<file path="src/hw/rtl/bpt_pkg.sv">
// Shared types, constants and curve tables for the battery percent tracker.
package bpt_pkg;

    localparam int unsigned CurveLen = 100;

    localparam logic [6:0]  PCT_INVALID = 7'd101;
    localparam logic [6:0]  PCT_FULL    = 7'd100;
    localparam logic [6:0]  IDX_LAST    = 7'd99;
    localparam logic [12:0] DIS_MIN_MV  = 13'd3391;

    // Reset values of the configuration registers
    localparam logic [6:0] RST_HOLD_THR = 7'd75;
    localparam logic [7:0] RST_HOLD_LIM = 8'd1;
    localparam logic [6:0] RST_LOG_LIM  = 7'd20;

    // Configuration register indexes
    localparam logic [1:0] REG_HOLD_THR = 2'd0;
    localparam logic [1:0] REG_HOLD_LIM = 2'd1;
    localparam logic [1:0] REG_LOG_LIM  = 2'd2;

    // Supply state codes
    localparam logic [1:0] SUP_BATTERY  = 2'd0;
    localparam logic [1:0] SUP_CHARGING = 2'd1;

    typedef enum logic [2:0] {
        S_IDLE = 3'b001,
        S_WALK = 3'b010,
        S_UPD  = 3'b100
    } t_fsm;

    // Per-block tracking state kept in RAM
    typedef struct packed {
        logic [6:0] display;
        logic       first;
        logic [7:0] hold;
    } t_state;

    localparam int unsigned StateW = $bits(t_state);

    localparam logic [12:0] CURVE_DIS [CurveLen] = '{
        13'd3391, 13'd3409, 13'd3423, 13'd3435, 13'd3447,
        13'd3459, 13'd3469, 13'd3478, 13'd3488, 13'd3497,
        13'd3505, 13'd3513, 13'd3521, 13'd3528, 13'd3535,
        13'd3541, 13'd3548, 13'd3554, 13'd3560, 13'd3566,
        13'd3571, 13'd3576, 13'd3582, 13'd3587, 13'd3593,
        13'd3598, 13'd3604, 13'd3609, 13'd3615, 13'd3621,
        13'd3627, 13'd3634, 13'd3641, 13'd3648, 13'd3655,
        13'd3663, 13'd3671, 13'd3679, 13'd3688, 13'd3697,
        13'd3706, 13'd3716, 13'd3725, 13'd3735, 13'd3744,
        13'd3753, 13'd3762, 13'd3770, 13'd3778, 13'd3785,
        13'd3792, 13'd3799, 13'd3805, 13'd3811, 13'd3817,
        13'd3822, 13'd3828, 13'd3833, 13'd3838, 13'd3844,
        13'd3849, 13'd3853, 13'd3858, 13'd3863, 13'd3867,
        13'd3872, 13'd3877, 13'd3883, 13'd3891, 13'd3900,
        13'd3910, 13'd3921, 13'd3932, 13'd3943, 13'd3954,
        13'd3964, 13'd3974, 13'd3977, 13'd3980, 13'd3983,
        13'd3986, 13'd3990, 13'd3993, 13'd3996, 13'd3999,
        13'd4000, 13'd4003, 13'd4006, 13'd4009, 13'd4013,
        13'd4019, 13'd4028, 13'd4038, 13'd4049, 13'd4062,
        13'd4076, 13'd4090, 13'd4107, 13'd4125, 13'd4156
    };

    localparam logic [12:0] CURVE_CHG [CurveLen] = '{
        13'd3380, 13'd3495, 13'd3531, 13'd3547, 13'd3556,
        13'd3564, 13'd3572, 13'd3579, 13'd3588, 13'd3596,
        13'd3605, 13'd3613, 13'd3622, 13'd3631, 13'd3639,
        13'd3646, 13'd3655, 13'd3662, 13'd3668, 13'd3675,
        13'd3681, 13'd3687, 13'd3692, 13'd3697, 13'd3701,
        13'd3706, 13'd3710, 13'd3714, 13'd3719, 13'd3724,
        13'd3729, 13'd3734, 13'd3739, 13'd3744, 13'd3750,
        13'd3756, 13'd3762, 13'd3769, 13'd3776, 13'd3784,
        13'd3792, 13'd3800, 13'd3808, 13'd3819, 13'd3827,
        13'd3836, 13'd3845, 13'd3855, 13'd3865, 13'd3874,
        13'd3883, 13'd3892, 13'd3900, 13'd3908, 13'd3916,
        13'd3923, 13'd3930, 13'd3936, 13'd3943, 13'd3949,
        13'd3955, 13'd3960, 13'd3965, 13'd3970, 13'd3975,
        13'd3980, 13'd3985, 13'd3989, 13'd3994, 13'd3999,
        13'd4003, 13'd4010, 13'd4016, 13'd4024, 13'd4033,
        13'd4042, 13'd4052, 13'd4063, 13'd4074, 13'd4084,
        13'd4094, 13'd4102, 13'd4109, 13'd4115, 13'd4119,
        13'd4123, 13'd4127, 13'd4131, 13'd4135, 13'd4139,
        13'd4144, 13'd4149, 13'd4155, 13'd4161, 13'd4168,
        13'd4176, 13'd4186, 13'd4195, 13'd4200, 13'd4200
    };

    // Curve point at an index; indexes past the end read as the top code
    function automatic logic [12:0] curve_mv(input logic on_batt, input logic [6:0] idx);
        logic [12:0] mv;
        mv = 13'h1FFF;
        if (idx <= IDX_LAST) begin
            mv = on_batt ? CURVE_DIS[idx] : CURVE_CHG[idx];
        end
        return mv;
    endfunction

    // True for 0, 10, 20 ... 100
    function automatic logic is_tens(input logic [6:0] pct);
        return pct inside {7'd0, 7'd10, 7'd20, 7'd30, 7'd40, 7'd50,
                           7'd60, 7'd70, 7'd80, 7'd90, 7'd100};
    endfunction

endpackage

</file>
<file path="src/hw/rtl/bpt_ram.sv">
// Generic single-port-write, registered-read RAM.
module bpt_ram #(
    parameter int unsigned WIDTH = 16,
    parameter int unsigned DEPTH = 1,
    localparam int unsigned AW = (DEPTH > 1) ? $clog2(DEPTH) : 1
) (
    input  logic             i_clk,
    input  logic             i_wr_en,
    input  logic [AW-1:0]    i_wr_addr,
    input  logic [WIDTH-1:0] i_wr_data,
    input  logic             i_rd_en,
    input  logic [AW-1:0]    i_rd_addr,
    output logic [WIDTH-1:0] o_rd_data
);

    logic [WIDTH-1:0] r_mem [DEPTH];

    always_ff @(posedge i_clk) begin
        if (i_wr_en) begin
            r_mem[i_wr_addr] <= i_wr_data;
        end
        if (i_rd_en) begin
            o_rd_data <= r_mem[i_rd_addr];
        end
    end

endmodule

</file>
<file path="src/hw/rtl/battery_percent_tracker.sv">
// Battery percent tracker top level: curve lookup, display smoothing and flags.
//
// Each request on the input stream (voltage in tdata, supply state in tuser) yields one
// result: the measured percent from the discharge or charge curve, the smoothed display
// percent and the change, power-off and log flags. The curve is walked one point per
// clock, up to the first point at or above the voltage. The measured percent is the
// index of that point, or 100 when the voltage lies above the whole curve. The next
// request can be accepted in the cycle after the result is formed. The display
// state lives in a one-entry RAM that is read on acceptance and written back at the end.
// One request is worked on at a time; the result sits in an output register so the next
// request is taken while it waits. Configuration writes are always accepted.
module battery_percent_tracker
    import bpt_pkg::*;
(
    input  logic        i_clk,
    input  logic        i_rst_n,
    // Input stream
    input  logic        i_s_axis_tvalid,
    output logic        o_s_axis_tready,
    input  logic [15:0] i_s_axis_tdata,   // [12:0] battery_millivolt, [15:13] zero
    input  logic [1:0]  i_s_axis_tuser,   // [1:0] supply_state
    // Result stream
    output logic        o_m_axis_tvalid,
    input  logic        i_m_axis_tready,
    output logic [15:0] o_m_axis_tdata,   // [6:0] measured_percent, [13:7] shown_percent
    output logic [2:0]  o_m_axis_tuser,   // [0] percent_changed, [1] power_off_request,
                                          // [2] log_event
    // Configuration writes
    input  logic        i_cfg_valid,
    output logic        o_cfg_ready,
    input  logic [1:0]  i_cfg_index,
    input  logic [7:0]  i_cfg_data
);

    t_fsm        r_fsm, n_fsm;
    logic [12:0] r_mv;
    logic [1:0]  r_sup;
    logic [6:0]  r_idx, n_idx;
    logic [6:0]  r_meas, n_meas;
    logic        r_st_vld;

    logic [6:0]  r_hold_thr;
    logic [7:0]  r_hold_lim;
    logic [6:0]  r_log_lim;

    logic        r_out_vld;
    logic [6:0]  r_out_meas;
    logic [6:0]  r_out_shown;
    logic        r_out_chg;
    logic        r_out_pwr;
    logic        r_out_log;

    logic        in_acc;
    logic        on_batt;
    logic        charging;
    logic        hit;
    logic        upd_go;
    logic [15:0] rd_raw;
    t_state      st_cur;
    t_state      st_new;
    logic        chg;
    logic        log_ev;
    logic [6:0]  d;
    logic [7:0]  h;

    assign o_s_axis_tready = (r_fsm == S_IDLE);
    assign o_cfg_ready     = 1'b1;
    assign in_acc          = i_s_axis_tvalid && o_s_axis_tready;
    assign on_batt         = (r_sup == SUP_BATTERY);
    assign charging        = (r_sup == SUP_CHARGING);
    assign hit             = (r_mv <= curve_mv(on_batt, r_idx));
    assign upd_go          = (r_fsm == S_UPD) && (!r_out_vld || i_m_axis_tready);

    // State store, read at acceptance and written back when the result is formed
    bpt_ram #(
        .WIDTH (StateW),
        .DEPTH (1)
    ) u_state_ram (
        .i_clk     (i_clk),
        .i_wr_en   (upd_go),
        .i_wr_addr (1'b0),
        .i_wr_data (st_new),
        .i_rd_en   (in_acc),
        .i_rd_addr (1'b0),
        .o_rd_data (rd_raw)
    );

    // Unwritten entry reads as the reset state
    always_comb begin
        if (r_st_vld) begin
            st_cur = t_state'(rd_raw);
        end else begin
            st_cur = '{display: PCT_INVALID, first: 1'b1, hold: 8'd0};
        end
    end

    // Sequencer: idle, curve walk, update
    always_comb begin
        n_fsm  = r_fsm;
        n_idx  = r_idx;
        n_meas = r_meas;
        case (r_fsm)
            S_IDLE: begin
                n_idx = 7'd0;
                if (in_acc) begin
                    n_fsm = S_WALK;
                end
            end
            S_WALK: begin
                if (hit) begin
                    n_meas = r_idx;
                    n_fsm  = S_UPD;
                end else if (r_idx == IDX_LAST) begin
                    n_meas = PCT_FULL;
                    n_fsm  = S_UPD;
                end else begin
                    n_idx = r_idx + 7'd1;
                end
            end
            S_UPD: begin
                if (upd_go) begin
                    n_fsm = S_IDLE;
                end
            end
            default: begin
                n_fsm = S_IDLE;
            end
        endcase
    end

    // Display update
    always_comb begin
        d   = st_cur.display;
        h   = st_cur.hold;
        chg = st_cur.first;
        if (d == PCT_INVALID) begin
            d   = r_meas;
            chg = 1'b1;
        end
        if (on_batt && (r_meas < d)) begin
            d   = d - 7'd1;
            chg = 1'b1;
        end else if (charging) begin
            if ((r_meas < d) && (r_meas >= r_hold_thr)) begin
                h = h + 8'd1;
            end
            if ((r_meas > d) || (h == r_hold_lim)) begin
                d   = (d >= PCT_FULL) ? PCT_FULL : d + 7'd1;
                chg = 1'b1;
                h   = 8'd0;
            end
        end
        log_ev = chg && is_tens(d) && (d <= r_log_lim);
        st_new = '{display: d, first: 1'b0, hold: h};
    end

    // Control registers
    always_ff @(posedge i_clk) begin
        if (!i_rst_n) begin
            r_fsm     <= S_IDLE;
            r_st_vld  <= 1'b0;
            r_out_vld <= 1'b0;
        end else begin
            r_fsm <= n_fsm;
            if (upd_go) begin
                r_st_vld  <= 1'b1;
                r_out_vld <= 1'b1;
            end else if (i_m_axis_tready) begin
                r_out_vld <= 1'b0;
            end
        end
    end

    // Configuration registers
    always_ff @(posedge i_clk) begin
        if (!i_rst_n) begin
            r_hold_thr <= RST_HOLD_THR;
            r_hold_lim <= RST_HOLD_LIM;
            r_log_lim  <= RST_LOG_LIM;
        end else if (i_cfg_valid) begin
            case (i_cfg_index)
                REG_HOLD_THR: r_hold_thr <= i_cfg_data[6:0];
                REG_HOLD_LIM: r_hold_lim <= i_cfg_data;
                REG_LOG_LIM:  r_log_lim  <= i_cfg_data[6:0];
                default: ;
            endcase
        end
    end

    // Datapath registers
    always_ff @(posedge i_clk) begin
        r_idx  <= n_idx;
        r_meas <= n_meas;
        if (in_acc) begin
            r_mv  <= i_s_axis_tdata[12:0];
            r_sup <= i_s_axis_tuser;
        end
        if (upd_go) begin
            r_out_meas  <= r_meas;
            r_out_shown <= d;
            r_out_chg   <= chg;
            r_out_pwr   <= on_batt && (r_mv < DIS_MIN_MV);
            r_out_log   <= log_ev;
        end
    end

    assign o_m_axis_tvalid = r_out_vld;
    assign o_m_axis_tdata  = {2'b00, r_out_shown, r_out_meas};
    assign o_m_axis_tuser  = {r_out_log, r_out_pwr, r_out_chg};

    // Checks
    a_acc_walk: assert property (@(posedge i_clk) disable iff (!i_rst_n)
        in_acc |=> (r_fsm == S_WALK))
        else $error("accepted request did not start the curve walk");

    a_walk_idx: assert property (@(posedge i_clk) disable iff (!i_rst_n)
        (r_fsm == S_WALK) |-> (r_idx <= IDX_LAST))
        else $error("curve walk ran past the last point");

    a_meas_range: assert property (@(posedge i_clk) disable iff (!i_rst_n)
        (r_fsm == S_UPD) |-> (r_meas <= PCT_FULL))
        else $error("measured percent out of range");

    a_shown_range: assert property (@(posedge i_clk) disable iff (!i_rst_n)
        r_out_vld |-> (r_out_shown <= PCT_FULL))
        else $error("shown percent out of range");

    a_log_chg: assert property (@(posedge i_clk) disable iff (!i_rst_n)
        (r_out_vld && r_out_log) |-> r_out_chg)
        else $error("log event without a change");

endmodule

</file>
<file path="config.mk">
export PLATFORM = sky130hd
export DESIGN_NAME = battery_percent_tracker
export DESIGN_NICKNAME = d
export VERILOG_FILES = /design/src/hw/rtl/bpt_pkg.sv /design/src/hw/rtl/bpt_ram.sv /design/src/hw/rtl/battery_percent_tracker.sv
export SDC_FILE = /design/constraint.sdc
export NUM_CORES = 1
export LEC_CHECK = 0
export ABC_AREA = 1
export BUFFER_PORTS_ARGS = -buffer_cell sky130_fd_sc_hd__buf_2
export CAP_MARGIN = 20
export CORE_MARGIN = 5
export CORE_UTILIZATION = 57
export CTS_CLUSTER_DIAMETER = 40
export DETAILED_ROUTE_END_ITERATION = 16
export PLACE_DENSITY = 0.76
export SYNTH_ARGS = -nofsm -noshare
export SYNTH_HDL_FRONTEND = slang
export SYNTH_SLANG_ARGS = --single-unit
</file>
<file path="constraint.sdc">
create_clock -name i_clk -period 12.5 [get_ports i_clk]
set_input_delay 1.875 -clock i_clk [delete_from_list [all_inputs] [get_ports i_clk]]
set_output_delay 1.875 -clock i_clk [all_outputs]
set_load 0.03 [all_outputs]
</file>
# --- Yosys cells after proc, flatten, opt, wreduce, memory -nomap -nowiden ---
# Memory sizes are Yosys's and may differ from the RTL's. A register that Yosys moved wholly into a read port is not among the register bits.
# Index checks and enable logic that the tools add are counted.
word_totals:
  reg_bits: 89
  ramBits: 15
  rom_bits: 3328
  output_inout_bits: 22
  word_cells: 116
  mem_count: 3
memory_table:
  columns: ["name", "depth", "word_bits", "rd", "rd_clocked_by_memory_dff", "write_ports", "line_no", "rtl"]
  rows:
  - ["(name not given)", 128, 13, 1, 0, 0, "bpt_pkg.sv:91", "mv = on_batt ? CURVE_DIS[idx] : CURVE_CHG[idx];"]
  - ["(name not given)", 128, 13, 1, 0, 0, "bpt_pkg.sv:91", null]
  - ["u_state_ram.r_mem", 1, 15, 1, 1, 1, "bpt_ram.sv:16", "logic [WIDTH-1:0] r_mem [DEPTH];"]
classes:
  addsub: 4
  order_cmp: 9
  eq_ne: 24
  mux: 36
  bitwise: 1
  n_reduce_logical: 23
ops:
  columns: ["cell", "count"]
  rows:
  - ["$mux W13", 6]
  - ["$mux W7", 9]
  - ["$mux W8", 6]
  - ["$eq A7 B7 Y1 const B", 6]
  - ["$eq A7 B6 Y1 const B", 3]
  - ["$mux W16", 1]
  - ["$add A7 B1 Y7 const B", 2]
  - ["$eq A7 B5 Y1 const B", 2]
  - ["$pmux W7 S2", 1]
  - ["$le A13 B13 Y1", 1]
  - ["$lt A13 B12 Y1 const B", 1]
  - ["$mux W3", 4]
  - ["$reduce_bool A11 Y1", 1]
  - ["$pmux W3 S3", 1]
  - ["$add A8 B1 Y8 const B", 1]
  - ["$eq A8 B8 Y1", 1]
  - ["$ge A8 B8 Y1 const B", 1]
  - ["$mux W1", 8]
  - ["$not A7 Y8", 1]
  - ["$reduce_and A2 Y1", 4]
  - ["$eq A7 B4 Y1 const B", 1]
  - ["$ge A7 B7 Y1", 1]
  - ["$ge A7 B7 Y1 const B", 1]
  - ["$gt A7 B7 Y1", 1]
  - ["19 further kinds", 33]

# --- Depth between registers and ports, before layout ---
# Gate-level depths: netlist of run 1.
depth:
  depth_word: 17
  ltp_mapped: 37

# --- Modules after synthesis ---
# A second synthesis of run 1 with hierarchy kept.
hier_totals:
  cells_unflattened: 1064
  area_unflattened_um2: 7942.6
modules_own_cells:
  columns: ["mod", "instances", "cells_per_inst", "area_each_um2", "seq_area_each_um2"]
  rows:
  - ["battery_percent_tracker", 1, 1032, 6981.7, 1921.8]
  - ["bpt_ram", 1, 32, 960.9, 960.9]

# --- Worst setup path after synthesis of run 1 ---
# Ideal clock, no wire load.
synth_path:
  kind: "reg-to-reg"
  startpoint: "reg r_idx[1] (netlist name)"
  endpoint: "reg r_mv[0], enable pin"
  t_arrival_ns: 5.347
  required_time_ns: 12.082
  setup_slack_ns: 6.734
  stages_incl_launch_ff: 29
  synth_period_minus_slack_ns: 5.766
  path_cell_list: "edfxtp_1 -> clkbuf_1 -> inv_1 -> ha_1 -> nor2_1 -> inv_1 -> a21oi_1 -> inv_1 -> nand3_1 -> o21ai_0 -> nand2_1 -> o21ai_0 -> o211ai_1 -> nand2_1 -> a21oi_1 -> ha_1 -> nand2_1 -> nor2_1 -> a2111oi_0 -> nor3_1 -> a2111oi_0 -> nor2_1 -> a211oi_1 -> o21ai_0 -> nand2_1 -> inv_1 -> o211ai_1 -> nand3_1 -> nor2_1"
synth_rtl:
  columns: ["item", "line_no", "rtl"]
  rows:
  - ["end signal: assignment", "battery_percent_tracker.sv:195", "r_mv <= i_s_axis_tdata[12:0];"]
  - ["end: declaration", "battery_percent_tracker.sv:36", "logic [12:0] r_mv;"]

# --- Worst setup path after layout of run 1 ---
layout_path:
  startpoint: "reg r_idx[2]"
  endpoint: "reg r_idx[2], enable pin"
layout_via:
  elab_chain_cells: 9
layout_rtl:
  columns: ["item", "line_no", "rtl"]
  rows:
  - ["start: declaration", "battery_percent_tracker.sv:38", "logic [6:0] r_idx, n_idx;"]
  - ["start signal: assignment", "battery_percent_tracker.sv:192", "r_idx <= n_idx;"]
  - ["$not A7 Y8 (implied by the code)", "bpt_pkg.sv:91", null]
  - ["$mem_v2 Z128 W13", null, null]
  - ["$mux W13 (implied by the code) (2 in a row)", "bpt_pkg.sv:91", null]
  - ["$mux W13", "bpt_pkg.sv:91", null]
  - ["$mux W13", "bpt_pkg.sv:90", "if (idx <= IDX_LAST) begin"]
  - ["$le A13 B13 Y1", "battery_percent_tracker.sv:71", "assign hit = (r_mv <= curve_mv(on_batt, r_idx));"]
  - ["$ne A2 B2 Y1 (no line)", null, null]
  - ["$reduce_and A3 Y1 (no line) *", null, null]
# Every way passes the cells marked *; elsewhere a longest branch is shown, timed or not. The select of a mux whose other input is x is not followed.
# A chain may end at the register's enable or synchronous reset.

==> impl_metrics.json, run 1 <==
{
  "netlist_top_cells_area": "edfxtp_1, nand2_1, ha_1",
  "start_kind": "register",
  "skew_ns": 0.0129,
  "cp.required_ns": 12.52,
  "htree_levels": 3,
  "antenna_found_initial": 0,
  "initial_core_util_pct": 58.4,
  "vias": 7890,
  "gp_congestion": 1.04,
  "portBuffers": 48,
  "ant_nets": 0,
  "die_area_um2": 16100,
  "dp_hpwl_mm": 17.0,
  "end_kind": "register",
  "synthCells": 1084,
  "cp_data_arrival_time_ns": 6.91,
  "power_frac_seq_pct": 22.0,
  "vias_per_cell": 6.16,
  "grt_max_degree": 42,
  "cts_buffers": 9,
  "finalWirelength_mm": 23.6,
  "syn_avg_cell_area_um2": 7.19,
  "netlist_top_cells_count": "nand2_1, nor2_1, inv_1",
  "grt_pass1_vias": 7217,
  "gr-total-overflow": 0,
  "combPwrFrac_pct": 63.7,
  "ir_drop_v": 0.000160,
  "rows": 42,
  "synthArstFlopShare_pct": 0,
  "synth.most_common_cell": "nand2_1",
  "swShare_pct": 52.8,
  "fmax_mhz": 145,
  "drive_gt1_share_pct": 10.8,
  "cts.sinks": 96,
  "power.switching_mw": 1.11,
  "ys_ff_latch": 96,
  "die_x_um": 127,
  "path_class": "reg2reg",
  "worst-r2r-setup-slack_ns": 5.61,
  "post-cts-setup-buffers": 0,
  "maxCapViolCount": 0,
  "worst_slew_pin_slew_ns": 1.07,
  "clkPwrFrac_pct": 14.3,
  "intPower_mw": 0.990,
  "synth_warnings": 0,
  "cts_tree": "built",
  "post_cts_resized": 0,
  "core_area_um2": 13300,
  "report.power.total_mw": 2.10,
  "synth-seq-area-share_pct": 33.5,
  "clkTransAtPathRegs_ns": 0.07,
  "io_pins": 55,
  "max_slew_margin_pct": 28.6,
  "first_pass_iters": 9,
  "finalCritPeriodShare_pct": 55.1,
  "insertion_delay_ns": 0.35,
  "synth_edf_count": 69,
  "finalHoldViolCount": 0,
  "cts.path.max_buffers": 2,
  "maxSlewViolCount": 0,
  "synthDistinctLibCells": 57,
  "grt_pass1_wl_mm": 37.1,
  "fin_crit_ns": 6.89,
  "power.leakage_nw": 3.75,
  "hp-class": "reg2reg",
  "cp_max_fo": 35,
  "netlist_area_um2": 7790,
  "antenna_cells": 0,
  "rsz0062_at_grt": "false",
  "yosysTopAreaCell": "edfxtp_1",
  "drc": 0,
  "fp.dieH_um": 127,
  "hold_buffers": 0,
  "synth_ff_type": "edfxtp_1",
  "cts-root-buf": "clkbuf_16",
  "synth.top_cell.area_share_pct": 26.6,
  "powerDensity_nw_per_um2": 251,
  "wl_per_cell_um": 18.4,
  "status": "completed",
  "nets": 1179,
  "final-setup-viol-count": 0,
  "fin_tns_setup_ns": 0,
  "grt_usage_pct": 28.6,
  "syn_to_final_growth_pct": 7.21,
  "first_iter_violations": 1336
}
per-stage QoR:
| step | util, % | setup slack [ns] | area, um2 | cells | hold slack, ns |
|---|---|---|---|---|---|
| 2_1_floorplan | - | 6.73 | 7790 | 1085 | 0.400 |
| 3_3_place_gp | 60.2 | 5.93 | 8030 | 1265 | 0.401 |
| 3_5_place_dp | 60.2 | 5.79 | 8030 | 1265 | 0.405 |
| 4_1_cts | 62.6 | 5.74 | 8350 | 1281 | 0.421 |
| 5_1_grt | 62.6 | 5.22 | 8350 | 1281 | 0.427 |
| 6_report | 62.6 | 5.61 | 8350 | 1281 | 0.420 |
worst paths after layout:
check | startpoint | endpoint | depth (start not counted)
hold reg to reg | u_state_ram.r_mem[0][0] | u_state_ram.o_rd_data[0] | 0
setup / recovery | r_idx[2] | r_idx[2] | 25
setup reg to reg | r_idx[2] | r_idx[2] | 25
hold / removal | u_state_ram.r_mem[0][0] | u_state_ram.o_rd_data[0] | 0
layout make-up:
cell class / count / area (um2)
Clock inverter: 6 / 92.6
Tap cell: 176 / 220
Clock buffer: 10 / 229
Fill cell: 1226 / 4990
Multi-Input combinational cell: 798 / 4370
Timing Repair Buffer: 57 / 308
Inverter: 138 / 519
Sequential cell: 96 / 2610
sequential cells by signal, summed over array words and instances (netlist names):
register / cells
r_out_pwr: 1
r_st_vld: 1
u_state_ram.r_mem: 9
r_sup: 2
r_out_log: 1
r_out_meas: 7
r_meas: 7
r_hold_lim: 8
u_state_ram.o_rd_data: 15
r_idx: 7
r_out_chg: 1
r_hold_thr: 7
r_fsm: 3
r_mv: 13
r_out_shown: 6
o_m_axis_tvalid: 1
r_log_lim: 7
power groups by stage:
| stage | Sequential [mW] | Clock, mW | Combinational (mW) |
|---|---|---|---|
| 2_1_floorplan | 0.456 | 0 | 0.928 |
| 3_3_place_gp | 0.468 | 0 | 1.28 |
| 3_5_place_dp | 0.467 | 0 | 1.27 |
| 4_1_cts | 0.461 | 0.303 | 1.28 |
| 5_1_grt | 0.467 | 0.322 | 1.45 |
| 6_report | 0.462 | 0.299 | 1.34 |
layout by cell type, fill, tap and decap left out, types with 5 or more instances in the layout:
| cell | netlist | routed |
|---|---|---|
| nand2_1 | 213 | 213 |
| nor2_1 | 137 | 136 |
| inv_1 | 129 | 129 |
| a21oi_1 | 76 | 76 |
| o21ai_0 | 72 | 72 |
| edfxtp_1 | 69 | 69 |
| nand3_1 | 64 | 64 |
| buf_2 | 0 | 48 |
| ha_1 | 46 | 46 |
| nor3_1 | 27 | 27 |
| dfxtp_1 | 27 | 27 |
| nand4_1 | 15 | 15 |
| o211ai_1 | 14 | 14 |
| o22ai_1 | 13 | 13 |
| nand2_2 | 10 | 10 |
| clkbuf_16 | 0 | 9 |
| buf_4 | 13 | 9 |
| xor2_1 | 8 | 8 |
| a31oi_1 | 8 | 8 |
| nor2_2 | 6 | 7 |
| o221ai_1 | 7 | 7 |
| a211oi_1 | 7 | 7 |
| or2_2 | 6 | 6 |
| o311ai_0 | 6 | 6 |
| inv_2 | 5 | 5 |
| nand4_2 | 5 | 5 |
| nand3b_1 | 5 | 5 |
| nand2_4 | 5 | 5 |
| o31ai_1 | 5 | 5 |
| a2111oi_0 | 5 | 5 |
| a311oi_1 | 5 | 5 |
logic make-up (layout without fill, tap and decap cells):
group | after synthesis | count (layout) | synth area share, %
simple gates | 500 | 500 | 28.7
compound gates | 239 | 239 | 18.6
buf+inv | 191 | 211 | 10.5
flops | 96 | 96 | 33.5
fa+ha+maj | 46 | 46 | 7.39
xor+xnor | 10 | 10 | 1.12
other cells | 2 | 3 | 0.0964
critical path, cell delays in order (launching register included):
cell	delay [ns]
edfxtp_1	0.32
buf_4	0.37
clkinv_1	0.76
ha_1	0.60
nand2_1	0.18
a21oi_1	0.10
o21ai_0	0.17
nand2_1	0.10
a21oi_1	0.19
o2111ai_1	0.13
a221oi_1	0.49
ha_1	0.34
nand2_1	0.08
nor3_1	0.05
a2111oi_0	0.39
nor3_1	0.08
a2111oi_0	0.30
nor2_1	0.08
a211oi_1	0.20
o21ai_0	0.11
nand2_1	0.16
inv_1	0.13
o211ai_1	0.15
nand3_1	0.15
nor2_1	0.58
a21oi_1	0.32
per-layer routing:
| layer | wire [um] | vias up | track usage, % |
|---|---|---|---|
| li1 | - | 3712 | - |
| met4 | 1260 | 0 | 15.0 |
| met1 | 9110 | 3525 | 35.9 |
| met5 | 0 | - | 0 |
| met3 | 2180 | 133 | 4.83 |
| met2 | 11000 | 520 | 47.4 |
(Power assumes the default switching activity.)
==> run 2, diff against run 1 <==
--- a/config.mk
+++ b/config.mk
@@ -9,10 +9,10 @@
 export BUFFER_PORTS_ARGS = -buffer_cell sky130_fd_sc_hd__buf_2
 export CAP_MARGIN = 20
 export CORE_MARGIN = 5
-export CORE_UTILIZATION = 57
+export CORE_UTILIZATION = 56
 export CTS_CLUSTER_DIAMETER = 40
 export DETAILED_ROUTE_END_ITERATION = 16
-export PLACE_DENSITY = 0.76
+export PLACE_DENSITY = 0.78
 export SYNTH_ARGS = -nofsm -noshare
 export SYNTH_HDL_FRONTEND = slang
 export SYNTH_SLANG_ARGS = --single-unit
==> constraint.sdc (replaced) <==
create_clock -name i_clk -period 5.6 [get_ports i_clk]
set_input_delay 0.84 -clock i_clk [delete_from_list [all_inputs] [get_ports i_clk]]
set_output_delay 0.84 -clock i_clk [all_outputs]
set_load 0.03 [all_outputs]
==> run 2 against run 1 <==
Cell count grew 3.0%. First-iteration DRC count shrank 15%. Global-route usage grew 0.32 points. Core utilization grew 0.45 points. Worst setup slack lost 5.4 ns. Combinational power grew 140%. Wire length grew 2.1%. Worst hold slack gained 0.0030 ns. Count of clock-buffer cells in the layout grew 1. Fmax grew 29%. Critical path type unchanged. Critical endpoint is now u_state_ram.o_rd_data[7]. Highest routed layer unchanged.
==> impl_metrics.json, run 2 (same netlist as run 1, synthesis figures left out) <==
{
  "cp_max_fo": 17,
  "cts.path.max_buffers": 2,
  "antenna_cells": 0,
  "multi_input_area_um2": 4420,
  "pre_cts_ws_ns": 0.182,
  "io_pins": 55,
  "final_common_cell": "nand2_1",
  "dpl.cell_count": 1298,
  "skew_ns": 0.00760,
  "gp_congestion": 1.08,
  "final_cell_mix": "nand2_1, nor2_1, inv_1",
  "fin_crit_ns": 5.35,
  "largest_reg_flops": 15,
  "finalCritPeriodShare_pct": 95.5,
  "reg2reg_depth": 28,
  "grt_max_degree": 34,
  "fill_cells": 1246,
  "cp_num_cells": 28,
  "start_kind": "register",
  "max_stage_delay_ns": 0.40,
  "startpoint": "r_idx[1]",
  "fmax_mhz": 187,
  "die_x_um": 128,
  "wl_per_cell_um": 18.3,
  "crit_top_cell": "nand2_1",
  "maxCapViolCount": 0,
  "insertion_delay_ns": 0.35,
  "initial_core_util_pct": 56.6,
  "first_pass_iters": 7,
  "final_cell_count_no_fill": 1319,
  "first_iter_violations": 1135,
  "critPathBufInv": 5,
  "dp_hpwl_mm": 18.0,
  "drc": 0,
  "powerDensity_nw_per_um2": 568,
  "grt_pass1_vias": 7395,
  "grt_pass1_wl_mm": 37.7,
  "ant_nets": 0,
  "gr-total-overflow": 0,
  "power.leakage_nw": 3.92,
  "cpLargestDelayFamily": "compound AO/OA/AOI/OAI gates",
  "rows": 43,
  "grt_usage_pct": 29.0,
  "core_area_um2": 13800,
  "htree_levels": 3,
  "max_slew_margin_pct": 42.4,
  "drive_gt1_share_pct": 14.4,
  "cts-root-buf": "clkbuf_16",
  "syn_to_final_growth_pct": 11.4,
  "crit_end": "u_state_ram.o_rd_data[7]",
  "cts_buffers": 9,
  "cp_data_arrival_time_ns": 5.39,
  "finalWirelength_mm": 24.1,
  "hold_buffers": 0,
  "finalHoldViolCount": 0,
  "vias_per_cell": 6.11,
  "antenna_found_initial": 0,
  "cts_tree": "built",
  "ir_drop_v": 0.000410,
  "fp.dieH_um": 128,
  "r2r_end": "u_state_ram.o_rd_data[7]",
  "status": "completed",
  "end_kind": "register",
  "final-setup-viol-count": 0,
  "biggestRegsByFlops": "u_state_ram.o_rd_data x15, r_mv x13, u_state_ram.r_mem x9",
  "vias": 8053,
  "die_area_um2": 16400,
  "regMostFlops": "u_state_ram.o_rd_data",
  "worst_slew_pin_slew_ns": 0.858,
  "seqCellArea_um2": 2610,
  "clkTransAtPathRegs_ns": 0.07,
  "cp_slowest_cell": "edfxtp_1",
  "worst-r2r-setup-slack_ns": 0.25,
  "final.setup.worst_slack_ns": 0.255,
  "portBuffers": 48,
  "nets": 1213,
  "hp-class": "reg2reg",
  "cp.required_ns": 5.64,
  "cts.sinks": 96,
  "maxSlewViolCount": 0,
  "path_class": "reg2reg",
  "reg2reg_from": "r_idx[1]"
}
## run 2: repair_timing
action | 4_1_cts | 5_1_grt
gates resized for setup | 0 | 17
buffers inserted | 0 | 5
endpoints found under the setup margin | 0 | 46
## run 2: layout make-up
type	instances	area share, %
clock buffer	11	2.93
clock inverter	5	0.447
multi-input combinational	798	50.9
inverter	138	6.07
sequential	96	30.1
timing repair buffer	91	6.96
tap	180	2.59
## run 2: worst min-delay path by stage
| stage | end | start | slack, ns | depth (start not counted) |
|---|---|---|---|---|
| after floorplan | u_state_ram.o_rd_data[0] | u_state_ram.r_mem[0][0] | 0.40 | 0 |
| final | u_state_ram.o_rd_data[3] | u_state_ram.r_mem[0][3] | 0.42 | 0 |
| after global routing | u_state_ram.o_rd_data[6] | u_state_ram.r_mem[0][6] | 0.42 | 0 |
| after CTS | u_state_ram.o_rd_data[1] | u_state_ram.r_mem[0][1] | 0.42 | 0 |
| after detailed placement | u_state_ram.o_rd_data[5] | u_state_ram.r_mem[0][5] | 0.41 | 0 |
| after global placement | u_state_ram.o_rd_data[3] | u_state_ram.r_mem[0][3] | 0.40 | 0 |
## run 2: per-stage QoR
stage	area (um2)	hold WS, ns	power (mW)	util (%)	setup TNS (ns)
2_1_floorplan	7800	0.400	3.09	-	0
3_3_place_gp	8290	0.401	4.07	60.2	0
3_5_place_dp	8290	0.406	4.08	60.2	0
4_1_cts	8580	0.421	4.70	62.3	0
5_1_grt	8680	0.423	5.24	63.0	-0.130
6_report	8680	0.423	4.93	63.0	0
## run 2: report_power, final
group          switching (mW)  total (mW)  internal, mW
clock network           0.274       0.605         0.331
registers               0.107        1.05         0.941
logic                    2.19        3.27          1.08
total                    2.58        4.93          2.35
## run 2: layer usage
| layer | wire length, um | global-route usage, % | up-vias | share of wire, % |
|---|---|---|---|---|
| met5 | 0 | 0 | - | 0 |
| met4 | 1130 | 14.0 | 0 | 4.7 |
| met3 | 2220 | 5.71 | 114 | 9.2 |
| met2 | 11600 | 49.4 | 538 | 48 |
| met1 | 9160 | 35.0 | 3615 | 38 |
| li1 | - | - | 3786 | - |
